[config.mk]
export PLATFORM = sky130hd
export DESIGN_NAME = sfd_cfg
export DESIGN_NICKNAME = d
export VERILOG_FILES = /design/src/hdl/sfd_pkg.sv /design/src/hdl/sfd_cfg.sv
export SDC_FILE = /design/constraint.sdc
export NUM_CORES = 1
export LEC_CHECK = 0
export BUFFER_PORTS_ARGS = -buffer_cell sky130_fd_sc_hd__buf_2
export CAP_MARGIN = 10
export CORE_ASPECT_RATIO = 1.5
export CORE_MARGIN = 1
export CORE_UTILIZATION = 49
export CTS_CLUSTER_DIAMETER = 150
export DETAILED_ROUTE_END_ITERATION = 7
export GPL_ROUTABILITY_DRIVEN = 0
export HOLD_SLACK_MARGIN = 0.12
export PLACE_DENSITY = 0.91
export SYNTH_ARGS = -nofsm -noshare
export SYNTH_HDL_FRONTEND = slang
export SYNTH_SLANG_ARGS = --single-unit
[constraint.sdc]
create_clock -name clk -period 0.8 [get_ports clk]
set_input_delay 0.12 -clock clk [delete_from_list [all_inputs] [get_ports clk]]
set_output_delay 0.12 -clock clk [all_outputs]
set_load 0.01 [all_outputs]
[src/hdl/sfd_pkg.sv]
`default_nettype none

package sfd_pkg;

    localparam int SAMPLE_BITS = 24;
    localparam int DELAY_DEPTH = 65536;
    localparam int ADDR_BITS   = $clog2(DELAY_DEPTH);

    localparam int DELAY_BITS  = 16;
    localparam int COEF_BITS   = 16;
    localparam int WET_BITS    = 17;
    localparam int FRAC_BITS   = 16;

    localparam int CFG_IDX_BITS  = 3;
    localparam int CFG_DATA_BITS = 17;

    localparam logic [CFG_IDX_BITS-1:0] REG_DELAY_SAMPLES  = 3'd0;
    localparam logic [CFG_IDX_BITS-1:0] REG_FILTER_COEFF   = 3'd1;
    localparam logic [CFG_IDX_BITS-1:0] REG_FEEDBACK_GAIN  = 3'd2;
    localparam logic [CFG_IDX_BITS-1:0] REG_WET_MIX        = 3'd3;
    localparam logic [CFG_IDX_BITS-1:0] REG_PING_PONG      = 3'd4;
    localparam logic [CFG_IDX_BITS-1:0] REG_EFFECT_ENABLED = 3'd5;

    localparam logic [WET_BITS-1:0] UNITY = WET_BITS'(1 << FRAC_BITS);

    localparam int MUL_A_BITS = SAMPLE_BITS + 1;
    localparam int MUL_B_BITS = WET_BITS + 1;
    localparam int PROD_BITS  = MUL_A_BITS + MUL_B_BITS;
    localparam int SUM_BITS   = PROD_BITS + 1;

    localparam int MUL_OPS   = 8;
    localparam int STEP_BITS = $clog2(MUL_OPS + 1);

    typedef struct packed {
        logic [DELAY_BITS-1:0] delay_samples;
        logic [COEF_BITS-1:0]  filter_coeff;
        logic [COEF_BITS-1:0]  feedback_gain;
        logic [WET_BITS-1:0]   wet_mix;
        logic                  ping_pong;
        logic                  effect_enabled;
    } cfg_t;

    typedef enum logic [3:0] {
        OP_NONE,
        OP_FILT_L,
        OP_FILT_R,
        OP_DRY_L,
        OP_FB_L,
        OP_WET_L,
        OP_FB_R,
        OP_DRY_R,
        OP_WET_R
    } op_t;

    typedef enum logic [2:0] {
        ST_IDLE,
        ST_READ,
        ST_MUL,
        ST_WRITE,
        ST_DONE
    } state_t;

    typedef struct packed {
        logic capture_in;
        logic mem_rd;
        op_t  mul_op;
        op_t  post_op;
        logic mem_wr;
        logic load_out;
    } cmd_t;

endpackage

`default_nettype wire

[src/hdl/sfd_cfg.sv]
`default_nettype none

module sfd_cfg (
    input  wire                                  clk,
    input  wire                                  rst_n,
    input  wire                                  cfg_valid,
    output logic                                 cfg_ready,
    input  wire  [sfd_pkg::CFG_IDX_BITS-1:0]     cfg_index,
    input  wire  [sfd_pkg::CFG_DATA_BITS-1:0]    cfg_data,
    output sfd_pkg::cfg_t                        cfg
);
    import sfd_pkg::*;

    cfg_t cfg_reg;

    assign cfg_ready = 1'b1;
    assign cfg       = cfg_reg;

    always_ff @(posedge clk or negedge rst_n)
    begin
        if (!rst_n)
        begin
            cfg_reg.delay_samples  <= DELAY_BITS'(1);
            cfg_reg.filter_coeff   <= '0;
            cfg_reg.feedback_gain  <= '0;
            cfg_reg.wet_mix        <= '0;
            cfg_reg.ping_pong      <= 1'b0;
            cfg_reg.effect_enabled <= 1'b0;
        end
        else if (cfg_valid && cfg_ready)
        begin
            case (cfg_index)
                REG_DELAY_SAMPLES:  cfg_reg.delay_samples  <= cfg_data[DELAY_BITS-1:0];
                REG_FILTER_COEFF:   cfg_reg.filter_coeff   <= cfg_data[COEF_BITS-1:0];
                REG_FEEDBACK_GAIN:  cfg_reg.feedback_gain  <= cfg_data[COEF_BITS-1:0];
                REG_WET_MIX:        cfg_reg.wet_mix        <= cfg_data[WET_BITS-1:0];
                REG_PING_PONG:      cfg_reg.ping_pong      <= cfg_data[0];
                REG_EFFECT_ENABLED: cfg_reg.effect_enabled <= cfg_data[0];
                default:            cfg_reg <= cfg_reg;
            endcase
        end
    end

endmodule

`default_nettype wire

==> results of run 1 <==
[worst max path at each step]
| stage | endpoint | slack, ns | cells past startpoint |
|---|---|---|---|
| 6_report | cfg[51] | -0.33 | 1 |
| 5_1_grt | cfg[51] | -0.34 | 1 |
| 4_1_cts | cfg[51] | -0.32 | 1 |
| 3_5_place_dp | cfg[62] | -0.45 | 4 |
| 3_3_place_gp | cfg[62] | -0.41 | 4 |
| 2_1_floorplan | cfg[52] | -0.40 | 3 |
[layout make-up]
type                            instances  area, um^2  share of cell area [%]
Clock buffer                           10         138                    3.18
Sequential cell                        67        1680                    38.7
Multi-Input combinational cell         74        1090                    25.2
Timing Repair Buffer                  146        1250                    28.9
Clock inverter                          6        88.8                    2.05
Tap cell                               68        85.1                    1.96
[synth_stat cells]
cell	n	area, um^2
and4bb_2	3	37.5
nand4b_2	1	15.0
conb_1	1	3.75
mux2_2	67	754
dfrtp_1	66	1650
buf_4	2	15.0
nor4b_4	1	23.8
nand4b_1	1	8.76
dfstp_2	1	26.3
buf_8	1	15.0
buf_6	4	45.0
[per-stage QoR]
stage / setup TNS (ns) / hold slack [ns]
CTS: -17.90 / 0.0368
global route: -21.08 / 0.0540
detailed placement: -26.68 / 0.00470
global placement: -24.99 / -0.000997
finish: -19.09 / 0.0512
floorplan: -14.40 / -0.176
[power groups by stage]
stage	sequential [W]	combinational [W]	clock, W
global route	0.00480	0.00406	0.00338
floorplan	0.00493	0.000941	0
global placement	0.00457	0.00235	0
finish	0.00474	0.00386	0.00326
detailed placement	0.00460	0.00245	0
CTS	0.00456	0.00320	0.00319
[per-layer routing]
layer  track usage, %  vias up  share of wire [%]
met1             31.4     1024                 34
met4             12.8        0                2.8
met5                0        -                  0
met2             47.6      101                 58
met3             6.55       30                4.6
li1                 -      831                  -
[repair_timing]
item	in CTS	in global routing
buffers inserted	30	17
gates cloned	3	0
pin swaps	2	4
endpoints found under the hold margin	134	65
gates resized for setup	45	59
setup endpoints to repair	115	119
[kinds of logic (layout without fill, tap and decap cells)]
| group | Yosys count | count (layout) | share of synthesized area, % |
|---|---|---|---|
| buf+inv | 7 | 162 | 2.89 |
| mux | 67 | 67 | 29.1 |
| simple gates | 6 | 6 | 3.28 |
| flops | 67 | 67 | 64.6 |
| other cells | 1 | 1 | 0.144 |
==> impl_metrics.tcl, run 1 <==
set metrics [dict create \
    outcome "finished, violations left" \
    violations "setup timing" \
    boundaryPins 91 \
    clockRootBuffer "clkbuf_8" \
    most-common-layout-cells "buf_2, dfrtp_1, mux2_4" \
    cellInternalPower_w 0.00845 \
    cap_viol_max_count 0 \
    synth_area_per_cell_um2 17.5 \
    leakagePower_nw 2.20 \
    seq_power_share_pct 40.0 \
    fillCellCount 265 \
    start_util_pct 50.7 \
    worstReg2RegStart "cfg[2]" \
    worst_hold_path.endpoint "cfg[23]" \
    stdcell_count 371 \
    detail_route.drc_violations 0 \
    syn-cell-area_mm2 0.00260 \
    wl_mm 8.74 \
    dp_slack_ns -0.454 \
    final_layout_size_suffix_gt1_share_pct 76.9 \
    critical_path.max_fanout 2 \
    crit_buf_inv 1 \
    die_h_um 91.2 \
    count_of_antenna_diodes_in_the_layout 0 \
    timing.final.max_slew_violations 0 \
    layout.cells.most_common "buf_2" \
    largest_reg_flops 67 \
    dpl_cell_area_mm2 0.00336 \
    die-width_um 61.4 \
    clk_pin_slew_worst_paths_ns 0.08 \
    power_w 0.0119 \
    fmax_mhz 887 \
    overflow 0 \
    ys_seq_elements 67 \
    crit-reg2reg-capture "cfg[2]" \
    crit_arrival_ns 1.01 \
    worstSkewPairLatency_ns 0.35 \
    min_from "cfg_data[4]" \
    min-delay-path-class "in -> reg" \
    timing.final.setup_violations 132 \
    synth_fp_nets 171 \
    post-route-min-period_ns 1.13 \
    power.clock.fraction_pct 27.5 \
    cts_tree "done" \
    groute.usage.overall_pct 27.8 \
    skew_ns 0 \
    rsz0062_at_grt "yes" \
    number_of_warnings_reported_in_the_yosys_synthesis_log 0 \
    grt_first_pass_wirelength_mm 10.7 \
    placeableCoreArea_mm2 0.00512 \
    placed_cells_incl_taps 311 \
    die_area_mm2 0.00560 \
    grt_antenna_before_repair 0 \
    cp-startpoint "cfg[51]" \
    final_nets 321 \
    cp-end-kind "output pin" \
    timing.critical_path.max_delay_family "flip-flops" \
    clock_sinks 67 \
    critical_path_required_ns 0.68 \
    hpwlAfterDp_mm 4.02 \
    switching_power_w 0.00341 \
    wire_per_inst_um 23.5 \
    finalCritPeriodShare_pct 141 \
    final_cell_area_mm2 0.00433 \
    detail_route.first_pass.iterations 4 \
    hold_depth 2 \
    final_hold_viol_count 0 \
    synthCells 148 \
    fin_ws_ns -0.327 \
    routed-via-count 1986 \
    startpoint_type "register" \
    power_switching_share_pct 28.7 \
    timing.critical_path.slowest_stage_cell "dfstp_2" \
    first_global_vias 2126 \
    comb_power_share_pct 32.5 \
    routed_via_density 5.35 \
    syn_to_final_growth_pct 66.9 \
    worst_path_largest_cell_delay_ns 0.55 \
    maximum_number_of_pins_on_one_net_before_global_route_repair 31 \
    timing_worst_setup_path_type "reg -> out" \
    ant_nets 0 \
    dr.first_iter.drc_count 87 \
    r2r_slack_ns -0.14 \
    cts.hold.buffers_added 2 \
    reg2regPathDepth 2 \
    port-buffer-count 89 \
    number_of_buffers_added_by_the_clock_tree_synthesis_step 9 \
    critical_path.cell_chain "buf_6" \
    cts-htree-levels 3 \
    peak_supply_drop_mv 2.00 \
    yosysUniqueCellTypes 11 \
    row_count 32 \
    yosysSeqAreaShare_pct 64.6 \
    power_density_mw_per_mm2 2740 \
    final_core_utilization_pct 84.6 \
    cts_buffer_depth 2 \
]
Power figures use the tool's default switching activity.
==> run 2, diff against run 1 <==
--- a/config.mk
+++ b/config.mk
@@ -14,6 +14,7 @@
 export DETAILED_ROUTE_END_ITERATION = 7
 export GPL_ROUTABILITY_DRIVEN = 0
 export HOLD_SLACK_MARGIN = 0.12
+export MAX_ROUTING_LAYER = met4
 export PLACE_DENSITY = 0.91
 export SYNTH_ARGS = -nofsm -noshare
 export SYNTH_HDL_FRONTEND = slang
==> run 2 against run 1 <==
Against the previous run:
- the flow still finishes with violations (setup timing)
- via count shrank 2.3%
- worst setup slack gained 0.0077 ns
- non-clock buffer count is the same
- cell count is the same
- global-route usage grew 0.75 points
- routed wire length shrank 2.3%
- flip-flop and latch count is the same
- design area shrank 0.29%
- utilization shrank 0.24 points
- total power shrank 1.3%
- clock power shrank 3%
- sequential share of layout area grew 0.11 points
- critical path type unchanged
- critical endpoint unchanged
==> impl_metrics.tcl, run 2 (synthesis results as in run 1) <==
set metrics [dict create \
    timing.final.max_slew_violations 0 \
    r2r_slack_ns -0.13 \
    critical_path.max_fanout 2 \
    power_density_mw_per_mm2 2710 \
    placeableCoreArea_mm2 0.00512 \
    boundaryPins 91 \
    hpwlAfterDp_mm 4.02 \
    grt_first_pass_wirelength_mm 10.7 \
    clk_pin_slew_worst_paths_ns 0.07 \
    skew_ns 0 \
    crit-reg2reg-capture "cfg[47]" \
    min_from "cfg_data[13]" \
    groute.usage.overall_pct 28.5 \
    die_area_mm2 0.00560 \
    overflow 0 \
    port-buffer-count 89 \
    peak_supply_drop_mv 1.88 \
    final_nets 321 \
    leakagePower_nw 2.18 \
    finalCritPeriodShare_pct 140 \
    grt_antenna_before_repair 0 \
    cts.hold.buffers_added 2 \
    min-delay-path-class "in -> reg" \
    wire_per_inst_um 23.0 \
    cts_tree "done" \
    multi_input_area_mm2 0.00107 \
    clock_sinks 67 \
    worst_path_largest_cell_delay_ns 0.56 \
    cts_buffer_depth 2 \
    final_hold_viol_count 0 \
    fillCellCount 258 \
    violations "setup timing" \
    startpoint_type "register" \
    die-width_um 61.4 \
    clockRootBuffer "clkbuf_8" \
    cp-end-kind "output pin" \
    hold_depth 2 \
    ant_nets 0 \
    most-common-layout-cells "dfrtp_1, buf_2, mux2_4" \
    post-route-min-period_ns 1.12 \
    fmax_mhz 893 \
    timing_worst_setup_path_type "reg -> out" \
    final_layout_size_suffix_gt1_share_pct 76.9 \
    rsz0062_at_grt "yes" \
    row_count 32 \
    final_cell_area_mm2 0.00432 \
    final_core_utilization_pct 84.3 \
    timing.critical_path.slowest_stage_cell "dfstp_2" \
    crit_buf_inv 1 \
    routed_via_density 5.23 \
    crit_arrival_ns 1.00 \
    detail_route.drc_violations 0 \
    dr.first_iter.drc_count 50 \
    timing.final.setup_violations 125 \
    reg2regPathDepth 2 \
    cap_viol_max_count 0 \
    detail_route.first_pass.iterations 5 \
    critical_path_required_ns 0.68 \
    largest_reg_flops 67 \
    wl_mm 8.54 \
    critical_path.cell_chain "buf_6" \
    fin_ws_ns -0.320 \
    worstSkewPairLatency_ns 0.34 \
    die_h_um 91.2 \
    worstReg2RegStart "cfg[47]" \
    routed-via-count 1940 \
    number_of_buffers_added_by_the_clock_tree_synthesis_step 9 \
    worst_hold_path.endpoint "cfg[32]" \
    syn_to_final_growth_pct 66.5 \
    maximum_number_of_pins_on_one_net_before_global_route_repair 31 \
    cts-htree-levels 3 \
    dpl_cell_area_mm2 0.00336 \
    count_of_antenna_diodes_in_the_layout 0 \
    outcome "finished, violations left" \
    timing.hold.ws_ns 0.0647 \
    start_util_pct 50.7 \
    timing.critical_path.max_delay_family "flip-flops" \
    area.sequential_mm2 0.00168 \
    first_global_vias 2126 \
]
run 2: cell count changes in the layout (fill, tap and decap cells not counted):
cell	change
buf_2	-1
mux2_2	+5
clkbuf_4	+1
buf_4	-1
mux2_4	-5
buf_6	+1
run 2: metal layers:
metal / global-route usage [%] / share of wire, % / up-vias
met4: 14.4 / 1.9 / 0
met5: - / 0 / -
li1: - / - / 832
met3: 5.27 / 3.6 / 14
met2: 47.4 / 59 / 73
met1: 31.6 / 36 / 1021
run 2: what timing repair did:
| item | 4_1_cts | 5_1_grt |
|---|---|---|
| gates resized for setup | 45 | 53 |
| setup endpoints to repair | 115 | 119 |
| buffers inserted | 30 | 14 |
| pin swaps | 2 | 4 |
| cloned | 3 | 0 |
| hold endpoints to repair | 134 | 65 |
run 2: power by group:
| part | switching (W) | internal [W] | total [W] |
|---|---|---|---|
| registers | 0.000594 | 0.00415 | 0.00474 |
| clock network | 0.00132 | 0.00184 | 0.00316 |
| logic | 0.00137 | 0.00244 | 0.00381 |
| total | 0.00329 | 0.00842 | 0.0117 |
run 2: metrics by stage:
stage	setup slack [ns]	total power [W]	std cells	setup TNS (ns)
5_1_grt	-0.348	0.0122	371	-20.90
3_5_place_dp	-0.454	0.00705	311	-26.68
2_1_floorplan	-0.405	0.00587	148	-14.40
3_3_place_gp	-0.415	0.00692	311	-24.99
6_report	-0.320	0.0117	371	-18.40
4_1_cts	-0.317	0.0109	362	-17.90
run 2: cell type report:
type	count	area share, %
flip-flops and latches	67	38.8
repair buffers	146	29.1
clock inverters	6	2.06
multi-input cells	74	24.8
clock buffers	10	3.18
well taps	68	1.97
run 2: worst max path at each step:
stage	from	endpoint	cells past startpoint
2_1_floorplan	cfg_index[1]	cfg[52]	3
3_3_place_gp	cfg_index[1]	cfg[62]	4
3_5_place_dp	cfg_index[1]	cfg[62]	4
4_1_cts	cfg[51]	cfg[51]	1
5_1_grt	cfg[51]	cfg[51]	1
6_report	cfg[51]	cfg[51]	1
==> run 3, diff against run 2 <==
--- a/config.mk
+++ b/config.mk
@@ -5,11 +5,12 @@
 export SDC_FILE = /design/constraint.sdc
 export NUM_CORES = 1
 export LEC_CHECK = 0
+export ABC_AREA = 1
 export BUFFER_PORTS_ARGS = -buffer_cell sky130_fd_sc_hd__buf_2
 export CAP_MARGIN = 10
 export CORE_ASPECT_RATIO = 1.5
 export CORE_MARGIN = 1
-export CORE_UTILIZATION = 49
+export CORE_UTILIZATION = 50
 export CTS_CLUSTER_DIAMETER = 150
 export DETAILED_ROUTE_END_ITERATION = 7
 export GPL_ROUTABILITY_DRIVEN = 0
==> run 3 against run 2 <==
Against the previous run:
- the run still ends with setup timing left
- non-clock buffer count is 35 higher
- cell count up 49%
- maximum frequency grew 0.62%
- flip-flop and latch count unchanged
- largest power group unchanged
- critical endpoint unchanged
- hold slack better by 0.12 ns
==> impl_metrics.tcl, run 3 <==
set metrics [dict create \
    crit_arrival_ns 0.99 \
    final_layout_size_suffix_gt1_share_pct 40.1 \
    fillCellCount 264 \
    synth_async_sr_flop_share_pct 100 \
    cap_viol_max_count 0 \
    critical_path.cell_chain "buf_6" \
    placeableCoreArea_mm2 0.00520 \
    row_count 32 \
    detail_route.first_pass.iterations 6 \
    syn-cell-area_mm2 0.00274 \
    yosysMostFrequentCell "nand2_1" \
    area.sequential_mm2 0.00168 \
    grt_first_pass_wirelength_mm 14.3 \
    clockRootBuffer "clkbuf_8" \
    cp-end-kind "output pin" \
    syn_to_final_growth_pct 55.5 \
    die_h_um 92.6 \
    placed_cells_incl_taps 465 \
    detail_route.drc_violations 0 \
    layout.cells.most_common "nand2_1" \
    stdcell_count 554 \
    worstSkewPairLatency_ns 0.35 \
    yosysUniqueCellTypes 14 \
    synth-xor-area-share_pct 0 \
    wl_mm 10.4 \
    critical_path_required_ns 0.68 \
    leakagePower_nw 2.46 \
    first_global_vias 2939 \
    timing.final.max_slew_violations 0 \
    post_synth_most_frequent_cells "nand2_1, dfrtp_1, nand3_1, buf_4, buf_6" \
    post-route-min-period_ns 1.11 \
    fin_ws_ns -0.313 \
    synth_fp_nets 326 \
    synth_area_per_cell_um2 9.04 \
    number_of_buffers_added_by_the_clock_tree_synthesis_step 9 \
    final_nets 504 \
    die_area_mm2 0.00578 \
    critical_path.max_fanout 2 \
    cts_tree "done" \
    min-delay-path-class "in -> async" \
    finalCritPeriodShare_pct 139 \
    grt_antenna_before_repair 0 \
    timing.critical_path.max_delay_family "flip-flops" \
    clock_sinks 67 \
    count_of_antenna_diodes_in_the_layout 0 \
    final_hold_viol_count 0 \
    hpwlAfterDp_mm 5.18 \
    worst-path-stages 1 \
    multi_input_area_um2 948 \
    dr.first_iter.drc_count 430 \
    compound_cell_area_share_of_the_yosys_netlist_pct 0 \
    post_synth_top_area_share_pct 60.3 \
    synthCells 303 \
    ys_seq_elements 67 \
    port-buffer-count 89 \
    timing_worst_setup_path_type "reg -> out" \
    cts-htree-levels 3 \
    groute.usage.overall_pct 34.1 \
    start_util_pct 52.6 \
    clk_pin_slew_worst_paths_ns 0.07 \
    power_density_mw_per_mm2 2520 \
    synth-edff-count 0 \
    final_core_utilization_pct 81.8 \
    violations "setup timing" \
    ys_flop_type "dfrtp_1" \
    largest_reg_flops 67 \
    peak_supply_drop_mv 1.35 \
    timing.final.setup_violations 87 \
    outcome "finished, violations left" \
    fmax_mhz 899 \
    crit_buf_inv 1 \
    ant_nets 0 \
    most-common-layout-cells "nand2_1, buf_2, buf_4" \
    synth.area.top_cells "dfrtp_1, nand2_1, nand3_1, buf_6, buf_4" \
    timing.critical_path.slowest_stage_cell "dfstp_2" \
    rsz0062_at_grt "yes" \
    routed-via-count 3181 \
    wire_per_inst_um 18.8 \
    largest_family_of_logic_cells_by_synthesized_area "simple AND/OR/NAND/NOR gates" \
    die-width_um 62.4 \
    post_synth_and_or_nand_nor_area_fraction_pct 33.5 \
    routed_via_density 5.74 \
    number_of_warnings_reported_in_the_yosys_synthesis_log 0 \
    yosys.area_share.adder_pct 0 \
    startpoint_type "register" \
    cts_buffer_depth 2 \
    maximum_number_of_pins_on_one_net_before_global_route_repair 33 \
    synth.mux.area_fraction_pct 0 \
    worst_path_largest_cell_delay_ns 0.54 \
    skew_ns 0 \
    yosysSeqAreaShare_pct 61.3 \
    overflow 0 \
    reg2regPathDepth 4 \
    boundaryPins 91 \
    synthDominantAreaCellType "dfrtp_1" \
]
==> run 3: path summary, 6_finish.rpt <==
path | startpoint | end | slack [ns]
hold reg to reg | cfg[2] | cfg[2] | 0.48
min in group clk | cfg_index[0] | cfg[51] | 0.27
setup / recovery | cfg[51] | cfg[51] | -0.31
hold / removal | rst_n | cfg[56] | 0.18
setup reg to reg | cfg[45] | cfg[45] | -0.19
max in group asynchronous | rst_n | cfg[47] | 0.16
==> run 3: logic make-up after synthesis <==
logic type	count (synthesis)
other	1
AND/OR/NAND/NOR	215
buffers and inverters	20
flip-flops	67
==> run 3: per-stage QoR <==
stage	worst slack, ns	hold WS (ns)	TNS, ns	total power (W)	instance area (um^2)
2_1_floorplan	-0.0366	-0.176	-0.674	0.00536	2740
4_1_cts	-0.304	0.201	-12.46	0.00990	4020
6_report	-0.313	0.181	-15.23	0.0107	4260
3_3_place_gp	-0.175	0.0223	-9.77	0.00636	3370
3_5_place_dp	-0.237	0.0274	-12.11	0.00646	3370
5_1_grt	-0.328	0.199	-16.97	0.0111	4260
==> run 3: where the power goes <==
group,internal [W],switching (W)
sequential,0.00403,0.000432
clock,0.00170,0.00136
combinational,0.00160,0.00159
total,0.00733,0.00338
==> run 3: per-layer routing <==
| metal | track usage, % | part of all wire (%) | up-vias | routed length, um |
|---|---|---|---|---|
| li1 | - | - | 1307 | - |
| met1 | 36.7 | 33 | 1499 | 3400 |
| met2 | 58.4 | 50 | 292 | 5250 |
| met3 | 4.31 | 9.3 | 83 | 974 |
| met4 | 22.7 | 7.6 | 0 | 796 |
| met5 | - | 0 | - | 0 |
==> run 3: cell type report <==
| class | instances | area share, % |
|---|---|---|
| clock buffers | 15 | 4.14 |
| clock inverters | 1 | 0.705 |
| inverters | 6 | 0.529 |
| multi-input cells | 216 | 22.3 |
| flip-flops and latches | 67 | 39.4 |
| well taps | 68 | 2.00 |
| repair buffers | 181 | 30.9 |
==> run 3: timing repair <==
item / 4_1_cts / 5_1_grt
endpoints found under the setup margin: 67 / 70
pin swaps: 0 / 4
resized for setup: 6 / 12
endpoints found under the hold margin: 133 / 0
setup buffers: 30 / 27
hold buffers: 18 / 0
cloned: 0 / 0
