$ cat config.mk
export PLATFORM = sky130hd
export DESIGN_NAME = sfd_ctrl
export DESIGN_NICKNAME = d
export VERILOG_FILES = /design/src/hdl/sfd_pkg.sv /design/src/hdl/sfd_ctrl.sv
export SDC_FILE = /design/constraint.sdc
export NUM_CORES = 1
export LEC_CHECK = 0
export ABC_AREA = 1
export BUFFER_PORTS_ARGS = -buffer_cell sky130_fd_sc_hd__buf_2
export CAP_MARGIN = 0
export CORE_UTILIZATION = 45
export DETAILED_ROUTE_END_ITERATION = 8
export PLACE_DENSITY = 0.73
export RECOVER_POWER = 25
export SKIP_LAST_GASP = 1
export SLEW_MARGIN = 20
export SYNTH_ARGS = -nofsm -noshare
export SYNTH_HDL_FRONTEND = slang
export SYNTH_SLANG_ARGS = --single-unit
$ cat constraint.sdc
create_clock -name clk -period 1.47 [get_ports clk]
set_clock_uncertainty 0.15 [all_clocks]
set_input_delay 0.147 -clock clk [delete_from_list [all_inputs] [get_ports clk]]
set_output_delay 0.147 -clock clk [all_outputs]
set_load 0.02 [all_outputs]
$ cat src/hdl/sfd_pkg.sv
`default_nettype none

package sfd_pkg;

    localparam int SAMPLE_BITS = 24;
    localparam int DELAY_DEPTH = 65536;
    localparam int ADDR_BITS   = $clog2(DELAY_DEPTH);

    localparam int DELAY_BITS  = 16;
    localparam int COEF_BITS   = 16;
    localparam int WET_BITS    = 17;
    localparam int FRAC_BITS   = 16;

    localparam int CFG_IDX_BITS  = 3;
    localparam int CFG_DATA_BITS = 17;

    localparam logic [CFG_IDX_BITS-1:0] REG_DELAY_SAMPLES  = 3'd0;
    localparam logic [CFG_IDX_BITS-1:0] REG_FILTER_COEFF   = 3'd1;
    localparam logic [CFG_IDX_BITS-1:0] REG_FEEDBACK_GAIN  = 3'd2;
    localparam logic [CFG_IDX_BITS-1:0] REG_WET_MIX        = 3'd3;
    localparam logic [CFG_IDX_BITS-1:0] REG_PING_PONG      = 3'd4;
    localparam logic [CFG_IDX_BITS-1:0] REG_EFFECT_ENABLED = 3'd5;

    localparam logic [WET_BITS-1:0] UNITY = WET_BITS'(1 << FRAC_BITS);

    localparam int MUL_A_BITS = SAMPLE_BITS + 1;
    localparam int MUL_B_BITS = WET_BITS + 1;
    localparam int PROD_BITS  = MUL_A_BITS + MUL_B_BITS;
    localparam int SUM_BITS   = PROD_BITS + 1;

    localparam int MUL_OPS   = 8;
    localparam int STEP_BITS = $clog2(MUL_OPS + 1);

    typedef struct packed {
        logic [DELAY_BITS-1:0] delay_samples;
        logic [COEF_BITS-1:0]  filter_coeff;
        logic [COEF_BITS-1:0]  feedback_gain;
        logic [WET_BITS-1:0]   wet_mix;
        logic                  ping_pong;
        logic                  effect_enabled;
    } cfg_t;

    typedef enum logic [3:0] {
        OP_NONE,
        OP_FILT_L,
        OP_FILT_R,
        OP_DRY_L,
        OP_FB_L,
        OP_WET_L,
        OP_FB_R,
        OP_DRY_R,
        OP_WET_R
    } op_t;

    typedef enum logic [2:0] {
        ST_IDLE,
        ST_READ,
        ST_MUL,
        ST_WRITE,
        ST_DONE
    } state_t;

    typedef struct packed {
        logic capture_in;
        logic mem_rd;
        op_t  mul_op;
        op_t  post_op;
        logic mem_wr;
        logic load_out;
    } cmd_t;

endpackage

`default_nettype wire

$ cat src/hdl/sfd_ctrl.sv
`default_nettype none

module sfd_ctrl (
    input  wire                 clk,
    input  wire                 rst_n,
    input  wire                 in_valid,
    output logic                in_stall,
    output logic                out_valid,
    input  wire                 out_stall,
    input  wire                 effect_enabled,
    output sfd_pkg::cmd_t       cmd
);
    import sfd_pkg::*;

    state_t               state_reg, state_next;
    logic [STEP_BITS-1:0] step_reg, step_next;
    logic                 out_valid_reg, out_valid_next;

    function automatic op_t op_at(input logic [STEP_BITS-1:0] i);
        op_t op;
        case (i)
            STEP_BITS'(0): op = OP_FILT_L;
            STEP_BITS'(1): op = OP_FILT_R;
            STEP_BITS'(2): op = OP_DRY_L;
            STEP_BITS'(3): op = OP_FB_L;
            STEP_BITS'(4): op = OP_WET_L;
            STEP_BITS'(5): op = OP_FB_R;
            STEP_BITS'(6): op = OP_DRY_R;
            STEP_BITS'(7): op = OP_WET_R;
            default:       op = OP_NONE;
        endcase
        return op;
    endfunction

    always_ff @(posedge clk or negedge rst_n)
    begin
        if (!rst_n)
        begin
            state_reg     <= ST_IDLE;
            step_reg      <= '0;
            out_valid_reg <= 1'b0;
        end
        else
        begin
            state_reg     <= state_next;
            step_reg      <= step_next;
            out_valid_reg <= out_valid_next;
        end
    end

    always_comb
    begin
        state_next     = state_reg;
        step_next      = step_reg;
        cmd            = '0;
        cmd.mul_op     = OP_NONE;
        cmd.post_op    = OP_NONE;
        in_stall       = 1'b1;
        case (state_reg)
            ST_IDLE:
            begin
                in_stall = 1'b0;
                if (in_valid)
                begin
                    cmd.capture_in = 1'b1;
                    state_next     = effect_enabled ? ST_READ : ST_DONE;
                end
            end
            ST_READ:
            begin
                cmd.mem_rd = 1'b1;
                step_next  = '0;
                state_next = ST_MUL;
            end
            ST_MUL:
            begin
                cmd.mul_op = op_at(step_reg);
                if (step_reg != '0)
                    cmd.post_op = op_at(step_reg - STEP_BITS'(1));
                if (step_reg == STEP_BITS'(MUL_OPS))
                    state_next = ST_WRITE;
                else
                    step_next = step_reg + STEP_BITS'(1);
            end
            ST_WRITE:
            begin
                cmd.mem_wr = 1'b1;
                state_next = ST_DONE;
            end
            ST_DONE:
            begin
                if (!out_valid_reg || !out_stall)
                begin
                    cmd.load_out = 1'b1;
                    state_next   = ST_IDLE;
                end
            end
            default:
            begin
                state_next = ST_IDLE;
            end
        endcase

        if (cmd.load_out)
            out_valid_next = 1'b1;
        else if (!out_stall)
            out_valid_next = 1'b0;
        else
            out_valid_next = out_valid_reg;
    end

    assign out_valid = out_valid_reg;

endmodule

`default_nettype wire

==> results.toml, run 1 <==
[run_status]
status = "complete, but fails checks"
violations = "negative setup slack"

[logic_synthesis]
synth-main-ff-cell = "dfrtp_1"
ys_seq_elements = 8
synth_area_um2 = 696
ys_top_cells_by_count = "nand2_1, nor2_1, inv_1"
post-synth-top-area-cell = "dfrtp_1"
synth_area_per_cell_um2 = 6.69
synth_top_area_share_pct = 28.8
synthDistinctLibCells = 19
synth.area.top_cells = "dfrtp_1, nand2_1, nor2_1"
yosysWarnings = 0
yosysMostFrequentCell = "nand2_1"
yosysSeqAreaShare_pct = 28.8
synth_cells = 104
synth_edf_count = 0
async_flop_share_pct = 100
synth_nets = 114

[timing]
rsz0062_at_grt = "true"
tightestPinTransition_ps = 542
relSlewSlack_pct = 63.9
max_freq_ghz = 0.546
slew_violations = 0
period_minus_slack_ps = 1830
timing.final.hold_violations = 0
fin_crit_sh_pct = 125
setup_viol = 17
worst_slack_ps = -362

[final_layout]
final_cell_area_um2 = 1240
nets = 154
antenna_cells_inserted = 0
instances_no_fill = 157
drive_gt1_share_pct = 59.9
largest_reg_flops = 4
regArea_um2 = 201
area_growth_pct = 78.2
fill_cells = 61
multiInputGateArea_um2 = 616
final_core_util_pct = 90.8

[worst_setup_path]
critPathArrivalTime_ps = 1540
r2r_setup_slack_ps = -120
max_stage_delay_ps = 440
crit_required_ps = 1170
crit_chain = "inv_6, ha_4, inv_4, nor2_8, a21oi_2, nand2_2, nor2_4, buf_6"
crit_family = "flip-flops"
critical-path-slowest-cell = "dfrtp_1"
path_buf_inv = 3
endpoint_kind = "output port"
path_class = "flip-flop to output port"
crit_fanout = 4
crit_path_start_kind = "flip-flop"

[run]
maxCapViolCount = 0

[grt]
grt-ovfl-total = 0
gr-usage-met1_pct = 32.8
grt_pass1_vias = 610
grt_antenna_before_repair = 0
grt_max_degree = 9
gr-usage-all-layers_pct = 24.9
grtUsageMet2_pct = 42.6
top_usage_layer = "met2"
use_met3_pct = 1.60
grt_pass1_wl_mm = 2.69

[placement]
postPlaceCellArea_um2 = 911
gp_congestion = 0.795
preCtsSetupSlack_ps = -94.9
dp_hpwl_mm = 1.27
dp_cells = 145
io_buffers = 18

[floorplan]
die_y_um = 41.3
die_w_um = 41.3
row_count = 13
core_um2 = 1370
ioPinCount = 19
die_area_um2 = 1710
initial_core_util_pct = 50.9

[cts]
numCtsBuffers = 3
clkSinkCount = 8
cts_root_buf = "clkbuf_4"
cts_buffer_depth = 2
clkSlewWorstSetupHoldPaths_ps = 60
cts_tree = "yes"
cts_max_level = 1
insertion_delay_ps = 260

[route]
viasPerCell = 5.51
drt_iter0_drc = 32
wl_mm = 2.64
drt-wirelength-per-cell_um = 16.8
drtAntennaViolNets = 0
first_pass_iters = 4
vias = 865
drc_errors = 0

[power]
leakagePower_nw = 0.603
vdd_drop_max_v = 0.00102
power.density_nw_per_um2 = 1750

[min_path]
hold_class = "input pin to flip-flop"
==> worst paths after layout <==
| check | cells past startpoint | start | to |
|---|---|---|---|
| max | 8 | step_reg[0]$_DFFE_PN0P_ | cmd[2] |
| min | 3 | effect_enabled | state_reg[0]$_DFFE_PN0P_ |
| max reg2reg | 8 | step_reg[1]$_DFFE_PN0P_ | step_reg[2]$_DFFE_PN0P_ |
| min reg2reg | 3 | out_valid$_DFFE_PN0P_ | state_reg[2]$_DFFE_PN0P_ |
| max in group asynchronous | 2 | rst_n | state_reg[1]$_DFFE_PN0P_ |
| min in group asynchronous | 2 | rst_n | step_reg[0]$_DFFE_PN0P_ |
==> power breakdown <==
group / leakage [nW] / internal (mW) / switching [mW] / total [mW]
clock network: 0.0138 / 0.0939 / 0.0814 / 0.175
logic: 0.484 / 0.657 / 0.982 / 1.64
registers: 0.106 / 0.281 / 0.0802 / 0.361
total: 0.603 / 1.03 / 1.14 / 2.18
==> cells by family after synthesis <==
group / Yosys count / share of synthesized area [%]
AOI/OAI and AO/OA: 6 / 5.22
xor gates and xnor gates: 1 / 1.26
adders and majority gates: 5 / 8.99
buffers and inverters: 19 / 12.1
DFF: 8 / 28.8
and+or+nand+nor: 65 / 43.7
==> layer usage <==
layer,wire length (um),share of wire [%],vias to the layer above
li1,-,-,400
met1,1060,40,409
met2,1360,51,52
met5,0,0,-
met3,168,6.4,4
met4,53,2.0,0
==> layout by cell type (no fill, tap or decap), types with 2 or more instances in the layout <==
cell type      instances
buf_6                 10
nand3_2                3
nand3_4                2
dlygate4sd3_1          2
o21ai_2                2
buf_2                  6
clkbuf_4               3
inv_1                  9
nor2_1                12
inv_2                  3
nand2_2               11
nand4_1                3
nor2_4                 6
nor2_2                 4
ha_4                   4
nand3_1                6
nand2_4                3
buf_4                 19
nand2_1               13
inv_4                  3
dfrtp_1                7
==> metrics by stage <==
stage | power (mW) | hold slack, ps | TNS, ps
floorplan | 1.11 | -299 | -81.2
global placement | 1.39 | -150 | -218
detailed placement | 1.41 | -146 | -449
CTS | 1.78 | 26.2 | -2230
global route | 2.29 | 63.0 | -4300
finish | 2.18 | 35.2 | -3460
==> cell type report <==
type | count | share of cell area (%)
inverter | 16 | 5.85
timing repair buffer | 38 | 24.9
sequential | 8 | 16.2
clock buffer | 3 | 1.82
multi-input combinational | 77 | 49.6
tap | 15 | 1.51
==> tightest hold or removal path, stage by stage <==
cell and delay, ps:
buf_2 90, o21ai_0 70, nor2_1 90
==> what timing repair did <==
action,4_1_cts,5_1_grt
hold buffers,2,0
cloned,0,0
setup endpoints to repair,16,19
buffers inserted,4,4
endpoints found under the hold margin,9,0
gates resized for setup,28,38
pin swaps,8,12
Power figures use the tool's default switching activity.
==> run 2: changes to the inputs <==
--- a/config.mk
+++ b/config.mk
@@ -5,7 +5,6 @@
 export SDC_FILE = /design/constraint.sdc
 export NUM_CORES = 1
 export LEC_CHECK = 0
-export ABC_AREA = 1
 export BUFFER_PORTS_ARGS = -buffer_cell sky130_fd_sc_hd__buf_2
 export CAP_MARGIN = 0
 export CORE_UTILIZATION = 45
==> results.toml, run 2 <==
[run_status]
status = "aborted with a tool error"
haltStage = "global routing"
first-error = "[ERROR DPL-0033] detailed placement checks failed during check placement."

[grt]
grt_max_degree = 12
grt_antenna_before_repair = 0

[logic_synthesis]
synth_cells = 83
async_flop_share_pct = 100
yosysMostFrequentCell = "dfrtp_1"
ys_seq_elements = 8
post-synth-top-area-cell = "dfrtp_1"
synth_area_um2 = 669
synthDistinctLibCells = 34
ys_top_cells_by_count = "dfrtp_1, inv_1, nand2_1"
synth-main-ff-cell = "dfrtp_1"
synth.area.top_cells = "dfrtp_1, ha_1, a21oi_1"
yosysSeqAreaShare_pct = 29.9
synth_nets = 93
synth_edf_count = 0
yosysWarnings = 0
synth_area_per_cell_um2 = 8.06
synth_top_area_share_pct = 29.9

[floorplan]
die_w_um = 40.6
initial_core_util_pct = 49.6
die_y_um = 40.6
ioPinCount = 19
row_count = 13

[cts]
cts_buffer_depth = 2
cts_root_buf = "clkbuf_4"
cts_max_level = 1
numCtsBuffers = 3
clkSinkCount = 8

[placement]
dp_hpwl_mm = 1.36
io_buffers = 18
gp_congestion = 0.903
dp_cells = 125

[timing]
endpoint_type = "primary output"
postGrtWorstEndpoint = "cmd[3]"
-- run 2: metrics by stage --
stage	setup slack [ps]	instance area (um^2)	util (%)	TNS, ps
global placement	-200	1010	75.1	-1520
detailed placement	-242	1010	75.1	-1750
CTS	-451	1260	93.4	-4250
floorplan	-193	832	-	-811
-- run 2: cells by family after synthesis --
kind of cell    share of synthesized area (%)
compound gates                           19.1
xor+xnor                                 1.31
flops                                    29.9
fa+ha+maj                                9.35
buf+inv                                  8.97
simple gates                             31.4
-- run 2: timing repair --
item / 4_1_cts
endpoints found under the setup margin: 18
cloned: 1
hold endpoints to repair: 9
pin swaps: 4
setup buffers: 11
gates resized for setup: 37
hold buffers: 2
==> run 3: changes to the inputs <==
--- a/config.mk
+++ b/config.mk
@@ -7,9 +7,10 @@
 export LEC_CHECK = 0
 export BUFFER_PORTS_ARGS = -buffer_cell sky130_fd_sc_hd__buf_2
 export CAP_MARGIN = 0
-export CORE_UTILIZATION = 45
+export CORE_AREA = 2 2 63 65
 export DETAILED_ROUTE_END_ITERATION = 8
-export PLACE_DENSITY = 0.73
+export DIE_AREA = 0 0 65 67
+export PLACE_DENSITY_LB_ADDON = 0.15
 export RECOVER_POWER = 25
 export SKIP_LAST_GASP = 1
 export SLEW_MARGIN = 20
==> constraint.sdc (replaced) <==
create_clock -name clk -period 1.91 [get_ports clk]
set_clock_uncertainty 0.15 [all_clocks]
set_input_delay 0.191 -clock clk [delete_from_list [all_inputs] [get_ports clk]]
set_output_delay 0.191 -clock clk [all_outputs]
set_load 0.02 [all_outputs]
==> results.toml, run 3 <==
[run_status]
status = "finished, final reports clean"

[route]
viasPerCell = 4.34
wl_met1_um = 865
first_pass_iters = 3
top_layer = "met4"
drt_iter0_drc = 27
drc_errors = 0
drt-wirelength-per-cell_um = 11.5
drtAntennaViolNets = 0
wl_mm = 1.85
vias = 694
met3_length_um = 92
wl_met2_um = 878

[timing]
rsz0062_at_grt = "true"
slew_violations = 0
max_freq_ghz = 0.526
relSlewSlack_pct = 68.4
setup_viol = 0
timing.final.hold_violations = 0
fin_crit_sh_pct = 99.5
period_minus_slack_ps = 1900
final.setup.tns_ps = 0
tightestPinTransition_ps = 475

[logic_synthesis]
synth_edf_count = 0
yosysWarnings = 0
post-synth-top-area-cell = "dfrtp_1"
synth-main-ff-cell = "dfrtp_1"
synth.area.top_cells = "dfrtp_1, ha_1, a21oi_1"
yosysSeqAreaShare_pct = 29.9
ys_seq_elements = 8
ys_top_cells_by_count = "dfrtp_1, inv_1, nand2_1"
yosysMostFrequentCell = "dfrtp_1"
synth_cells = 83
synth_area_per_cell_um2 = 8.06
synth_nets = 93
synthDistinctLibCells = 34
async_flop_share_pct = 100
synth_area_um2 = 669
synth_top_area_share_pct = 29.9

[placement]
io_buffers = 18
dp_cells = 153
dp_hpwl_mm = 1.39
gp_congestion = 0.738

[floorplan]
initial_core_util_pct = 18.6
die_w_um = 65
ioPinCount = 19
die_area_um2 = 4360
row_count = 22
core_um2 = 3610
die_y_um = 67

[min_path]
hold_class = "input pin to flip-flop"

[worst_setup_path]
endpoint_kind = "output port"
crit_required_ps = 1570
r2r_start = "state_reg[0]$_DFFE_PN0P_"
critPathArrivalTime_ps = 1560
r2r_setup_slack_ps = 240
r2r_end = "step_reg[3]$_DFFE_PN0P_"
path_class = "flip-flop to output port"
crit_path_start_kind = "flip-flop"
startpoint = "state_reg[0]$_DFFE_PN0P_"
endpoint = "cmd[2]"
crit_fanout = 2
reg2reg_depth = 4

[cts]
cts_max_level = 1
numCtsBuffers = 3
cts_root_buf = "clkbuf_8"
insertion_delay_ps = 220
clkSlewWorstSetupHoldPaths_ps = 40
cts_buffer_depth = 2
clkSinkCount = 8
cts_tree = "yes"

[final_layout]
fill_cells = 393
antenna_cells_inserted = 0
final_common_cell = "buf_4"
area_growth_pct = 58.7
final_cell_mix = "buf_4, buf_2, nand2_1, dfrtp_1"
drive_gt1_share_pct = 47.3
nets = 124
regArea_um2 = 204
largest_reg_flops = 4
multiInputGateArea_um2 = 482
instances_no_fill = 160

[power]
seq_power_share_pct = 19.6
leakagePower_nw = 0.476
power.total_mw = 1.51
pwr-share-comb_pct = 67.5
vdd_drop_max_v = 0.000475
switchingPower_mw = 0.649
power.density_nw_per_um2 = 1420
clkPwrFrac_pct = 12.9
p_sw_share_pct = 42.9
intPower_mw = 0.864

[grt]
grt_pass1_vias = 688
grt-ovfl-total = 0
grt_antenna_before_repair = 0
grt_pass1_wl_mm = 3.02
grt_max_degree = 13
gr-usage-all-layers_pct = 9.18

[run]
maxCapViolCount = 0
## run 3: cell counts after synthesis
No cell type changed its count.
## run 3: power by group through the flow
stage / logic, mW / registers, mW / clock network, mW
2_1_floorplan: 0.546 / 0.288 / 0
3_3_place_gp: 0.817 / 0.281 / 0
3_5_place_dp: 0.817 / 0.281 / 0
4_1_cts: 0.927 / 0.278 / 0.208
5_1_grt: 1.12 / 0.307 / 0.217
6_report: 1.02 / 0.297 / 0.195
## run 3: layer usage
layer / up-vias / global-route usage [%]
met5: - / 0
met4: 0 / 4.79
met1: 322 / 10.8
met3: 2 / 2.03
met2: 16 / 15.6
li1: 354 / -
## run 3: timing repair
action | in CTS | in global routing
buffers inserted | 2 | 1
endpoints found under the setup margin | 6 | 8
pin swaps | 0 | 2
gates resized for setup | 10 | 19
hold buffers | 1 | 0
endpoints found under the hold margin | 8 | 0
## run 3: cells by family after synthesis
kind of cell             Yosys count  synth area share, %
AO/OA/AOI/OAI                     20                 19.1
XOR/XNOR                           1                 1.31
adder cells (fa/ha/maj)            5                 9.35
buffers and inverters             13                 8.97
flip-flops                         8                 29.9
AND/OR/NAND/NOR                   36                 31.4
## run 3: through the flow
step	util [%]	setup slack, ps	instance area, um^2	hold slack [ps]
finish	29.5	9.69	1060	42.6
global route	29.5	-67.1	1060	60.4
CTS	27.3	-13.3	986	35.5
detailed placement	24.4	62.0	881	-99.7
global placement	24.4	121	881	-95.5
floorplan	-	2.19	687	-255
## run 3: cell type report
| cell class | instances | area share, % |
|---|---|---|
| clock buffers | 3 | 3.89 |
| inverters | 6 | 2.59 |
| multi-input cells | 62 | 45.3 |
| flip-flops and latches | 8 | 19.2 |
| well taps | 48 | 5.65 |
| repair buffers | 33 | 23.3 |
## run 3: critical path, stage by stage (launching register included)
cell	delay, ps
dfrtp_1	370
or3b_4	420
a2111oi_2	340
buf_4	200
## run 3: worst min path at each step
| stage | startpoint | end | slack (ps) | depth (start not counted) |
|---|---|---|---|---|
| 4_1_cts | out_stall | out_valid$_DFFE_PN0P_ | 40 | 3 |
| 3_3_place_gp | rst_n | out_valid$_DFFE_PN0P_ | -100 | 1 |
| 2_1_floorplan | rst_n | out_valid$_DFFE_PN0P_ | -250 | 0 |
| 3_5_place_dp | rst_n | out_valid$_DFFE_PN0P_ | -100 | 1 |
| 5_1_grt | out_stall | out_valid$_DFFE_PN0P_ | 60 | 3 |
| 6_report | out_stall | out_valid$_DFFE_PN0P_ | 40 | 3 |
==> run 4: changes to the inputs <==
--- a/config.mk
+++ b/config.mk
@@ -5,6 +5,7 @@
 export SDC_FILE = /design/constraint.sdc
 export NUM_CORES = 1
 export LEC_CHECK = 0
+export ABC_CLOCK_PERIOD_IN_PS = 1910
 export BUFFER_PORTS_ARGS = -buffer_cell sky130_fd_sc_hd__buf_2
 export CAP_MARGIN = 0
 export CORE_AREA = 2 2 63 65
==> constraint.sdc (replaced) <==
create_clock -name clk -period 1.91 [get_ports clk]
set_clock_uncertainty 0.15 [all_clocks]
set_input_delay 0.382 -clock clk [delete_from_list [all_inputs] [get_ports clk]]
set_output_delay 0.382 -clock clk [all_outputs]
set_load 0.02 [all_outputs]
==> results.toml, run 4 (synthesis results as in run 3) <==
[timing]
rsz0062_at_grt = "true"
slew_violations = 0
setup_viol = 8
max_freq_ghz = 0.481
tightestPinTransition_ps = 470
period_minus_slack_ps = 2080
fin_crit_sh_pct = 109
worst_slack_ps = -171
relSlewSlack_pct = 68.7
timing.final.hold_violations = 0
final.setup.tns_ps = -1090

[cts]
numCtsBuffers = 3
cts_buffer_depth = 2
clkSlewWorstSetupHoldPaths_ps = 40
cts_tree = "yes"
cts_root_buf = "clkbuf_8"
cts_max_level = 1
clkSinkCount = 8
insertion_delay_ps = 220

[route]
drtAntennaViolNets = 0
drc_errors = 0
drt_iter0_drc = 9
first_pass_iters = 4
viasPerCell = 4.37
drt-wirelength-per-cell_um = 12.1
wl_mm = 2.06
vias = 743

[grt]
grt_pass1_wl_mm = 3.63
grt_pass1_vias = 781
gr-usage-all-layers_pct = 11.0
grt_max_degree = 12
grt-ovfl-total = 0
grt_antenna_before_repair = 0

[run_status]
status = "complete, but fails checks"
violations = "negative setup slack"

[floorplan]
die_w_um = 65
die_area_um2 = 4360
ioPinCount = 19
row_count = 22
initial_core_util_pct = 18.6
die_y_um = 67
core_um2 = 3610

[power]
intPower_mw = 1.07
power.density_nw_per_um2 = 1470
clkPwrFrac_pct = 10.5
p_sw_share_pct = 43.0
seq_power_share_pct = 16.1
switchingPower_mw = 0.804
leakagePower_nw = 0.550
pwr-share-comb_pct = 73.4
vdd_drop_max_v = 0.000585

[placement]
gp_congestion = 0.700
dp_hpwl_mm = 1.59
io_buffers = 18
preCtsSetupSlack_ps = -46.5

[final_layout]
multiInputGateArea_um2 = 603
final_core_util_pct = 35.3
fill_cells = 393
antenna_cells_inserted = 0
drive_gt1_share_pct = 61.5
regArea_um2 = 203
final_cell_mix = "buf_4, buf_6, buf_2, dfrtp_1, nand2_1"
final_common_cell = "buf_4"
area_growth_pct = 90.3
nets = 134
largest_reg_flops = 4

[worst_setup_path]
endpoint_kind = "output port"
crit_chain = "or3b_4, buf_6, nor3b_2, buf_4"
max_stage_delay_ps = 440
crit_path_start_kind = "flip-flop"
r2r_setup_slack_ps = 100
critPathArrivalTime_ps = 1550
critical-path-slowest-cell = "or3b_4"
path_class = "flip-flop to output port"
crit_required_ps = 1380
crit_fanout = 5

[min_path]
hold_class = "input pin to flip-flop"

[run]
maxCapViolCount = 0
[run 4: worst paths after layout]
check,start,endpoint,cells after the start
setup / recovery,state_reg[0]$_DFFE_PN0P_,cmd[5],4
hold / removal,out_stall,out_valid$_DFFE_PN0P_,3
setup reg to reg,state_reg[0]$_DFFE_PN0P_,step_reg[3]$_DFFE_PN0P_,5
hold reg to reg,out_valid$_DFFE_PN0P_,out_valid$_DFFE_PN0P_,2
max in group asynchronous,rst_n,step_reg[1]$_DFFE_PN0P_,2
min in group asynchronous,rst_n,state_reg[1]$_DFFE_PN0P_,2
[run 4: metal layers]
layer	global-route usage, %	routed length, um
met4	4.79	8
met3	1.52	72
met5	0	0
met1	13.2	895
met2	19.6	1090
[run 4: what timing repair did]
item	CTS	global route
cloned	0	0
hold buffers	1	0
resized for setup	29	18
setup buffers	3	3
pin swaps	5	6
endpoints found under the setup margin	10	11
hold endpoints to repair	8	0
[run 4: power groups by stage]
| stage | sequential (mW) | clock, mW | combinational [mW] |
|---|---|---|---|
| 3_3_place_gp | 0.279 | 0 | 1.06 |
| 5_1_grt | 0.310 | 0.220 | 1.49 |
| 6_report | 0.301 | 0.197 | 1.37 |
| 4_1_cts | 0.299 | 0.206 | 1.28 |
| 2_1_floorplan | 0.291 | 0 | 0.680 |
| 3_5_place_dp | 0.283 | 0 | 1.06 |
[run 4: critical path, delay by kind of cell, from the launching register on]
kind / cells / cell delay, ps
buffers and inverters: 2 / 320
DFF: 1 / 380
and+or+nand+nor: 2 / 610
[run 4: layout make-up]
type | instances | share of cell area, %
Inverter | 6 | 1.96
Clock buffer | 3 | 3.24
Tap cell | 48 | 4.72
Timing Repair Buffer | 43 | 26.8
Multi-Input combinational cell | 62 | 47.3
Sequential cell | 8 | 15.9
[run 4: per-stage QoR]
| step | hold slack [ps] | instances | cell area (um^2) | total power, mW |
|---|---|---|---|---|
| 6_report | 248 | 170 | 1270 | 1.87 |
| 5_1_grt | 296 | 170 | 1270 | 2.02 |
| 4_1_cts | 228 | 168 | 1200 | 1.78 |
| 3_5_place_dp | 95.6 | 161 | 1010 | 1.34 |
| 3_3_place_gp | 94.5 | 161 | 1010 | 1.34 |
| 2_1_floorplan | -63.6 | 83 | 767 | 0.971 |
